===== config.mk =====
export PLATFORM = sky130hd
export DESIGN_NAME = ssm_ctrl
export DESIGN_NICKNAME = d
export VERILOG_FILES = /design/src/rtl/ssm_pkg.sv /design/src/rtl/ssm_ctrl.sv
export SDC_FILE = /design/constraint.sdc
export NUM_CORES = 1
export LEC_CHECK = 0
export BUFFER_PORTS_ARGS = -buffer_cell sky130_fd_sc_hd__buf_4
export CAP_MARGIN = 20
export CORE_AREA = 5 5 42 44
export DETAILED_ROUTE_END_ITERATION = 8
export DIE_AREA = 0 0 47 49
export GPL_TIMING_DRIVEN = 0
export HOLD_SLACK_MARGIN = 0.12
export PLACE_DENSITY = 0.65
export SYNTH_ARGS = -nofsm -noshare
export SYNTH_HDL_FRONTEND = slang
export SYNTH_SLANG_ARGS = --single-unit
export TNS_END_PERCENT = 10

===== constraint.sdc =====
create_clock -name clk -period 2.1 [get_ports clk]
set_clock_uncertainty 0.2 [all_clocks]
set_input_delay 0.21 -clock clk [delete_from_list [all_inputs] [get_ports clk]]
set_output_delay 0.21 -clock clk [all_outputs]
set_load 0.02 [all_outputs]

===== src/rtl/ssm_pkg.sv =====
// ----------------------------------------------------------------------------
// ssm_pkg: shared types and constants of the sparse-set slot manager
// Field widths, operation and status codes, controller/datapath structs.
// ----------------------------------------------------------------------------
package ssm_pkg;

  // parameter defaults
  localparam int MAX_ENTRIES_DEF = 1024;
  localparam int INDEX_BITS_DEF  = 10;
  localparam int ID_WIDTH_DEF    = 32;

  // fixed field widths
  localparam int KIND_W     = 2;
  localparam int ENTITY_W   = 32;
  localparam int STATUS_W   = 2;
  localparam int SLOT_OUT_W = 10;
  localparam int OFF_W      = 18;
  localparam int CNT_OUT_W  = 11;
  localparam int ES_W       = 9;

  // configuration port
  localparam int APB_DATA_W = 32;
  localparam int APB_ADDR_W = 3;
  localparam int REG_ELEMENT_SIZE = 0;
  localparam logic [ES_W-1:0] ES_RESET = ES_W'(1);

  // operation codes
  typedef enum logic [KIND_W-1:0] {
    KIND_ADD    = 2'd0,
    KIND_GET    = 2'd1,
    KIND_REMOVE = 2'd2
  } kind_t;

  // result status codes
  typedef enum logic [STATUS_W-1:0] {
    ST_DONE  = 2'd0,
    ST_MISS  = 2'd1,
    ST_STALE = 2'd2,
    ST_FULL  = 2'd3
  } status_t;

  // which result the datapath captures
  typedef enum logic [2:0] {
    RES_NONE,
    RES_ABSENT,
    RES_EXIST,
    RES_FULL,
    RES_ADDED,
    RES_STALE,
    RES_FOUND,
    RES_REMOVED
  } res_t;

  // controller to datapath
  typedef struct packed {
    logic accept;
    logic lookup;
    logic add;
    logic remove;
    logic move;
    logic clr_step;
    logic mul_data;
    logic load_out;
    res_t res;
  } ssm_cmd_t;

  // datapath to controller
  typedef struct packed {
    logic [KIND_W-1:0] kind;
    logic present;
    logic full;
    logic id_match;
    logic count_zero;
    logic clr_done;
    logic out_free;
  } ssm_sts_t;

endpackage


===== src/rtl/ssm_ctrl.sv =====
// ----------------------------------------------------------------------------
// ssm_ctrl: operation sequencer
// Steps the datapath through clear, lookup, compare, offset and result.
// ----------------------------------------------------------------------------
module ssm_ctrl (
  input  logic               clk,
  input  logic               rst,
  input  logic               in_valid,
  output logic               in_ready,
  input  ssm_pkg::ssm_sts_t  sts,
  output ssm_pkg::ssm_cmd_t  cmd
);
  import ssm_pkg::*;

  typedef enum logic [2:0] {
    S_CLEAR,
    S_IDLE,
    S_LOOK,
    S_CMP,
    S_OFFS,
    S_OUT
  } state_t;

  state_t state, state_next;

  // state register
  always_ff @(posedge clk) begin
    if (rst) begin
      state <= S_CLEAR;
    end else begin
      state <= state_next;
    end
  end

  // next state and commands
  always_comb begin
    cmd        = '0;
    cmd.res    = RES_NONE;
    state_next = state;
    in_ready   = (state == S_IDLE);
    unique case (state)
      S_CLEAR: begin
        cmd.clr_step = 1'b1;
        if (sts.clr_done) state_next = S_IDLE;
      end
      S_IDLE: begin
        if (in_valid) begin
          cmd.accept = 1'b1;
          state_next = S_LOOK;
        end
      end
      S_LOOK: begin
        cmd.lookup = 1'b1;
        state_next = S_OFFS;
        // sparse entry is back: add and misses decide here, present get/remove go on to compare
        priority if (sts.kind == KIND_ADD) begin
          priority if (sts.present) begin
            cmd.res = RES_EXIST;
          end else if (sts.full) begin
            cmd.res = RES_FULL;
          end else begin
            cmd.res = RES_ADDED;
            cmd.add = 1'b1;
          end
        end else if ((sts.kind == KIND_GET || sts.kind == KIND_REMOVE) && sts.present) begin
          state_next = S_CMP;
        end else begin
          cmd.res = RES_ABSENT;
        end
      end
      S_CMP: begin
        state_next = S_OFFS;
        priority if (!sts.id_match) begin
          cmd.res = RES_STALE;
        end else if (sts.kind == KIND_REMOVE && !sts.count_zero) begin
          cmd.res    = RES_REMOVED;
          cmd.remove = 1'b1;
        end else begin
          cmd.res = RES_FOUND;
        end
      end
      S_OFFS: begin
        // data offset product, and sparse fixup of the moved entity
        cmd.mul_data = 1'b1;
        cmd.move     = 1'b1;
        state_next   = S_OUT;
      end
      S_OUT: begin
        if (sts.out_free) begin
          cmd.load_out = 1'b1;
          state_next   = S_IDLE;
        end
      end
      default: begin
        state_next = S_CLEAR;
      end
    endcase
  end

endmodule


# Word-level counts from Yosys, hierarchy flattened
# Index checks and enable logic that the tools add are counted.
[totals]
regBits = 3
latch_bits = 0
ram_bits = 0
rom_bits = 0
in_bits = 11
out_inout_bits = 12
elab_cells = 44
memories = 0
[op_classes]
n_addsub = 0
mul = 0
n_div = 0
magnitude_cmp = 0
eq_ne = 10
n_shift = 0
muxes = 26
n_bitwise = 0
reduce_logical = 7
[op_table]
columns = ["op", "count"]
rows = [
  ["2-to-1 mux 3 bit", 9],
  ["one-hot mux 3 bit (6 select lines)", 1],
  ["2-to-1 mux 1 bit", 14],
  ["equality test 3 x 2 -> 1 bit, second input constant", 2],
  ["equality test 3 bit, second input constant", 2],
  ["inequality test 2 bit, second input constant", 3],
  ["one-hot mux 3 bit (2 select lines)", 1],
  ["equality test 3 x 1 -> 1 bit, second input constant", 1],
  ["logical NOT 3 bit", 1],
  ["AND reduction 3 bit", 1],
  ["equality test 2 x 1 -> 1 bit, second input constant", 1],
  ["equality test 2 bit, second input constant", 1],
  ["logical AND 1 bit", 2],
  ["logical NOT 2 bit", 1],
  ["2-to-1 mux 2 bit", 1],
  ["logical NOT 1 bit", 1],
  ["logical OR 1 bit", 1],
]

# Depth between registers and ports, before layout
# Gate-level depths: netlist (run 1).
[depth]
depth_word = 6
depth_mapped = 5
mapped_depth_nobuf = 5

# Worst setup path after synthesis (run 1)
# OpenSTA, ideal clock, no wires.
[synth_path]
path_kind = "register -> output"
startpoint = "register state[2]"
endpoint = "output port cmd[7] (netlist name)"
arrival_time_ns = 1.368
required_ns = 1.690
setup_slack_ns = 0.322
stages_incl_launch_ff = 4
path_buffers = 1
path_cell_list = "dfxtp_1 > buf_2 > nand2b_1 > nor4b_1"
[synth_lines]
columns = ["item", "line_no", "source"]
rows = [
  ["from (decl)", "ssm_ctrl.sv:24", "state_t state, state_next;"],
  ["from (signal assigned)", "ssm_ctrl.sv:31", "state <= state_next;"],
  ["to (decl)", "ssm_ctrl.sv:11", "output ssm_pkg::ssm_cmd_t cmd"],
]

# Final worst setup path (run 1)
[layout_path]
startpoint = "register state[2]"
endpoint = "register state[1]"
[layout_between]
elab_chain_len = 3
elab_cells_between_ends = 11
classes_between = "8 x eq/ne; 1 x mux; 2 x reduce/logical"
[layout_lines]
columns = ["item", "line_no", "source"]
rows = [
  ["equality test 3 bit (tied with other cells)", "ssm_ctrl.sv:41", "unique case (state)"],
  ["inequality test 2 bit (no source line)", "n/a", ""],
  ["AND reduction 3 bit (no source line)", "n/a", ""],
]
# Several ways; a longest one is shown, not always the timed one.
# A chain may end at the register's enable or synchronous reset.

==> results.py, run 1 <==
metrics = {
    "outcome": {
        "status": "finished clean",
    },
    "logic_synthesis": {
        "syn_inst": 45,
        "ys.flop_type": "dfxtp_1",
        "syn_area_per_cell_sq_um": 7.48,
        "syn-num-nets": 58,
        "synth_cell_types": 25,
        "synth_edf_count": 0,
        "ys_ff_latch": 3,
        "synth.cell_area_sq_um": 337,
        "async_reset_ff_share_pct": 0,
        "synth_warnings": 0,
        "ys_seq_area_share_pct": 17.8,
    },
    "layout": {
        "design_area_sq_um": 578,
        "largest_reg_flops": 3,
        "largest-register": "state",
        "layout.cells.most_common": "buf_4",
        "top_regs": "state (3)",
        "antennaDiodeCount": 0,
        "regArea_sq_um": 60.1,
        "fin_util_pct": 41.3,
        "area_growth_pct": 71.7,
        "multiInputGateArea_sq_um": 230,
        "n_fill_cell": 165,
        "final_nets": 88,
        "drive_gt1_share_pct": 41.9,
        "final_cell_mix": "buf_4, nor2_1, a21oi_1",
    },
    "placed_design": {
        "pre_cts_slack_ps": 297,
        "port_buffers": 22,
        "dpl_cell_area_sq_um": 522,
        "gp_congestion": 0.766,
        "place_hpwl_microns": 791,
    },
    "global_route": {
        "grt-busiest-layer": "met2",
        "met3_usage_pct": 1.85,
        "first_global_vias": 398,
        "antenna_found_initial": 0,
        "met1_usage_pct": 9.65,
        "grtUsageMet2_pct": 15.2,
        "grt_pass1_wl_microns": 1550,
        "grt_start_max_net_pins": 11,
        "grt_use_total_pct": 8.80,
        "grt.overflow.total": 0,
    },
    "timing": {
        "hold_viol": 0,
        "setup-violations-final": 0,
        "final.min_clock_period_ps": 1830,
        "tns_ps": 0,
        "finalWorstSetupSlack_ps": 272,
        "rsz0062_at_grt": "no",
        "timing.hold.ws_ps": 161,
        "tightest_slew_ps": 262,
        "relSlewSlack_pct": 82.3,
        "drv_slew": 0,
        "timing.fmax_mhz": 547,
        "timing.final.crit_share_pct": 87.1,
    },
    "min_path": {
        "min-delay-path-class": "in -> reg",
        "hold_end": "state[0]",
        "holdPathStages": 4,
        "min_from": "in_valid",
    },
    "floorplan": {
        "die_w_microns": 47,
        "fp-row-count": 14,
        "die_h_microns": 49,
        "ios": 23,
        "core_sq_mm": 0.00140,
        "die_area_sq_mm": 0.00230,
        "initial_core_util_pct": 24.0,
    },
    "power": {
        "ir_drop_v": 0.000295,
        "power_density_mw_per_mm2": 470,
        "p_leak_uw": 0.000284,
    },
    "routing": {
        "drc_errors": 0,
        "post_drt_wl_per_cell_microns": 11.1,
        "drt-vias-per-instance": 4.60,
        "vias": 414,
        "first_iter_violations": 4,
        "wirelength_microns": 997,
        "dr.pass1.iters": 4,
        "final_antenna_net_count": 0,
    },
    "clock_network": {
        "cts_root_buf": "clkbuf_4",
        "cts_tree": "yes",
        "cts_setup_buffers": 0,
        "cts.repair.resized": 0,
        "htreeDepth": 1,
        "worstSkewPairLatency_ps": 230,
        "numCtsBuffers": 3,
        "clk_pin_slew_ps": 30,
        "cts_buffer_depth": 2,
        "cts_sinks": 3,
    },
    "worst_setup_path": {
        "path_class": "reg -> reg",
        "endpoint_kind": "register",
        "start_kind": "register",
        "critPathArrivalTime_ps": 1740,
        "critPathRequiredTime_ps": 2010,
        "r2r_cells": 5,
        "r2r-end": "state[1]",
        "r2r_setup_slack_ps": 270,
        "r2r_start": "state[2]",
        "path_max_fanout": 9,
    },
    "job": {
        "cap_viol_max_count": 0,
    },
}
-- cell families after synthesis --
group / count (synthesis) / share of synthesized area, %
AOI/OAI and AO/OA: 10 / 20.1
adders and majority gates: 2 / 7.43
buffers and inverters: 7 / 13.8
DFF: 3 / 17.8
and+or+nand+nor: 23 / 40.9
-- worst max path at each step --
stage,from,to,slack (ps),depth (start not counted)
6_report,state[2],state[1],270,5
4_1_cts,state[2],state[1],280,5
3_5_place_dp,sts[6],cmd[1],300,7
5_1_grt,state[2],state[1],180,5
2_1_floorplan,state[2],cmd[7],320,3
3_3_place_gp,sts[6],cmd[1],310,7
-- layer usage --
metal	wire [microns]	part of all wire (%)	vias to the layer above
li1	-	-	217
met1	387	39	182
met2	495	50	15
met3	114	11	0
met4	0	0	0
met5	0	0	-
-- what timing repair did --
action,CTS,global route
hold buffers,3,0
endpoints found under the setup margin,0,0
hold endpoints to repair,3,0
-- area by class of cell --
cell class	count	area share (%)
multi-input combinational	35	39.8
timing repair buffer	25	33.8
sequential	3	10.4
buffer	4	6.06
clock buffer	4	4.55
tap	16	3.46
inverter	3	1.95
-- synth_stat cells, types with 2 or more instances --
master | n | area, sq um
nand2_1 | 3 | 11.3
dfxtp_1 | 3 | 60.1
nor2b_1 | 3 | 18.8
a21oi_1 | 4 | 20.0
inv_1 | 2 | 7.51
or3_1 | 2 | 12.5
nand2b_1 | 3 | 18.8
ha_1 | 2 | 25.0
nor2_1 | 5 | 18.8
buf_6 | 2 | 22.5
nor3_1 | 2 | 10.0
-- through the flow --
step,cells,total power [uW]
global placement,83,171
global route,90,293
CTS,90,280
detailed placement,83,172
floorplan,45,129
finish,90,272
-- worst max-delay path: stages (launching register included) --
cell,delay (ps)
dfxtp_1,290
buf_2,180
and4bb_1,250
a41oi_1,190
nor2_1,60
dlygate4sd3_1,550
-- report_power, final --
group	switching [uW]	leakage, uW	internal (uW)
sequential	3.39	0.0000246	61.7
clock	26.6	0.0000150	71.0
combinational	53.5	0.000245	55.8
total	83.4	0.000284	189
Note: power is estimated with default switching activity, not from simulation.
==> run 2, diff against run 1 <==
- ABC_AREA: not set -> 1
- BUFFER_PORTS_ARGS: -buffer_cell sky130_fd_sc_hd__buf_4 -> not set
- DONT_BUFFER_PORTS: not set -> 1
- PLACE_DENSITY: 0.65 -> 0.52
==> results.py, run 2 <==
metrics = {
    "worst_setup_path": {
        "cp.buffers_inverters": 1,
        "crit_family": "simple AND/OR/NAND/NOR gates",
        "cpMaxStageDelayCell": "dfxtp_1",
        "critPathArrivalTime_ps": 1590,
        "path_max_fanout": 5,
        "critPathRequiredTime_ps": 1690,
        "path_class": "reg -> out",
        "crit_chain": "inv_2, nor3_4, nand2_1, o22ai_1",
        "endpoint_kind": "primary output",
        "start_kind": "register",
        "critPathMaxStageDelay_ps": 430,
    },
    "logic_synthesis": {
        "ys_seq_area_share_pct": 16.8,
        "synth.cell_area_sq_um": 357,
        "yosysMostFrequentCell": "inv_1",
        "syn_inst": 63,
        "ys.flop_type": "dfxtp_1",
        "syn_area_per_cell_sq_um": 5.66,
        "synth_edf_count": 0,
        "ys_top_cells_by_area": "dfxtp_1, inv_1, nor2_1, nand2_1, nand3_1",
        "synth_top_cell_by_area": "dfxtp_1",
        "synth_cell_types": 17,
        "synthTopCellsByCount": "inv_1, nor2_1, nand2_1, nand3_1, o21ai_0",
        "ys_ff_latch": 3,
        "syn-num-nets": 76,
        "synth_warnings": 0,
        "async_reset_ff_share_pct": 0,
        "synth_top_cell_area_share_pct": 16.8,
    },
    "routing": {
        "wirelength_microns": 879,
        "drt-vias-per-instance": 4.62,
        "final_antenna_net_count": 0,
        "post_drt_wl_per_cell_microns": 10.2,
        "first_iter_violations": 9,
        "dr.pass1.iters": 2,
        "vias": 397,
        "drc_errors": 0,
    },
    "global_route": {
        "grt.overflow.total": 0,
        "grt_pass1_wl_microns": 1180,
        "grt_start_max_net_pins": 8,
        "antenna_found_initial": 0,
        "grt_use_total_pct": 7.11,
        "first_global_vias": 328,
    },
    "outcome": {
        "status": "finished clean",
    },
    "placed_design": {
        "dpl_cell_area_sq_um": 377,
        "port_buffers": 0,
        "place_hpwl_microns": 688,
        "gp_congestion": 0.707,
    },
    "floorplan": {
        "core_sq_mm": 0.00140,
        "initial_core_util_pct": 25.4,
        "fp-row-count": 14,
        "die_w_microns": 47,
        "die_area_sq_mm": 0.00230,
        "ios": 23,
        "die_h_microns": 49,
    },
    "timing": {
        "drv_slew": 0,
        "setup-violations-final": 0,
        "timing.fmax_mhz": 501,
        "hold_viol": 0,
        "final.min_clock_period_ps": 2000,
        "timing.final.crit_share_pct": 95.1,
        "tns_ps": 0,
        "rsz0062_at_grt": "no",
        "tightest_slew_ps": 651,
        "relSlewSlack_pct": 56.1,
    },
    "clock_network": {
        "htreeDepth": 1,
        "clk_pin_slew_ps": 40,
        "numCtsBuffers": 3,
        "worstSkewPairLatency_ps": 230,
        "cts_buffer_depth": 2,
        "cts_sinks": 3,
        "cts_setup_buffers": 0,
        "cts_tree": "yes",
        "cts_root_buf": "clkbuf_4",
    },
    "layout": {
        "largest-register": "state",
        "top_regs": "state (3)",
        "layout.cells.most_common": "inv_1",
        "antennaDiodeCount": 0,
        "fin_util_pct": 31.8,
        "drive_gt1_share_pct": 17.1,
        "multiInputGateArea_sq_um": 234,
        "design_area_sq_um": 445,
        "final_nets": 84,
        "n_fill_cell": 169,
        "regArea_sq_um": 60.1,
        "final_cell_mix": "inv_1, nor2_1, nand2_1",
        "largest_reg_flops": 3,
        "area_growth_pct": 24.9,
    },
    "job": {
        "cap_viol_max_count": 0,
    },
    "power": {
        "ir_drop_v": 0.000537,
        "power_density_mw_per_mm2": 1390,
        "p_leak_uw": 0.000256,
    },
    "min_path": {
        "min-delay-path-class": "in -> reg",
    },
}
## run 2: routing by layer
| metal | routed length, microns | global-route usage [%] | up-vias |
|---|---|---|---|
| met2 | 420 | 11.3 | 18 |
| met4 | 0 | 5.53 | 0 |
| met3 | 108 | 2.21 | 0 |
| li1 | - | - | 210 |
| met1 | 349 | 7.24 | 169 |
| met5 | 0 | 0 | - |
## run 2: power breakdown
part           switching [uW]  leakage [uW]  internal, uW
Clock                    28.3     0.0000150          71.1
Combinational             269      0.000216           104
Sequential               58.9     0.0000248          85.8
## run 2: timing repair
item                                    CTS  global route
hold buffers                              3             0
endpoints found under the hold margin     3             0
endpoints found under the setup margin    0             2
resized for setup                         0             2
## run 2: stage by stage
| step | hold slack [ps] | setup slack, ps | power, uW | cells |
|---|---|---|---|---|
| after detailed placement | 194 | 271 | 512 | 79 |
| after global placement | 193 | 263 | 512 | 79 |
| after floorplan | 175 | 393 | 459 | 63 |
| after CTS | 145 | 11.6 | 623 | 86 |
| final | 147 | 104 | 618 | 86 |
| after global routing | 207 | 8.81 | 678 | 86 |
## run 2: cells by family after synthesis
family | count (synthesis) | synth area share, %
and+or+nand+nor | 34 | 47.7
buffers and inverters | 19 | 21.1
AOI/OAI and AO/OA | 5 | 7.37
DFF | 3 | 16.8
adders and majority gates | 2 | 7.02
## run 2: final cells by class
type | count | area share [%]
inverter | 18 | 15.2
clock buffer | 4 | 5.90
multi-input combinational | 41 | 52.5
timing repair buffer | 3 | 6.74
sequential | 3 | 13.5
tap | 16 | 4.49
buffer | 1 | 1.69
## run 2: worst paths after layout
kind         depth (start not counted)       end  startpoint  slack (ps)
max                                  4    cmd[1]    state[1]         100
min                                  5  state[2]      sts[5]         150
min reg2reg                          4  state[2]    state[2]         510
max reg2reg                          6  state[0]    state[1]         680
## run 2: tightest hold or removal path, stage by stage
cell and delay [ps]:
nand3_1 100, o21ai_0 90, nand3_1 70, nand2_1 40
inv_1 40
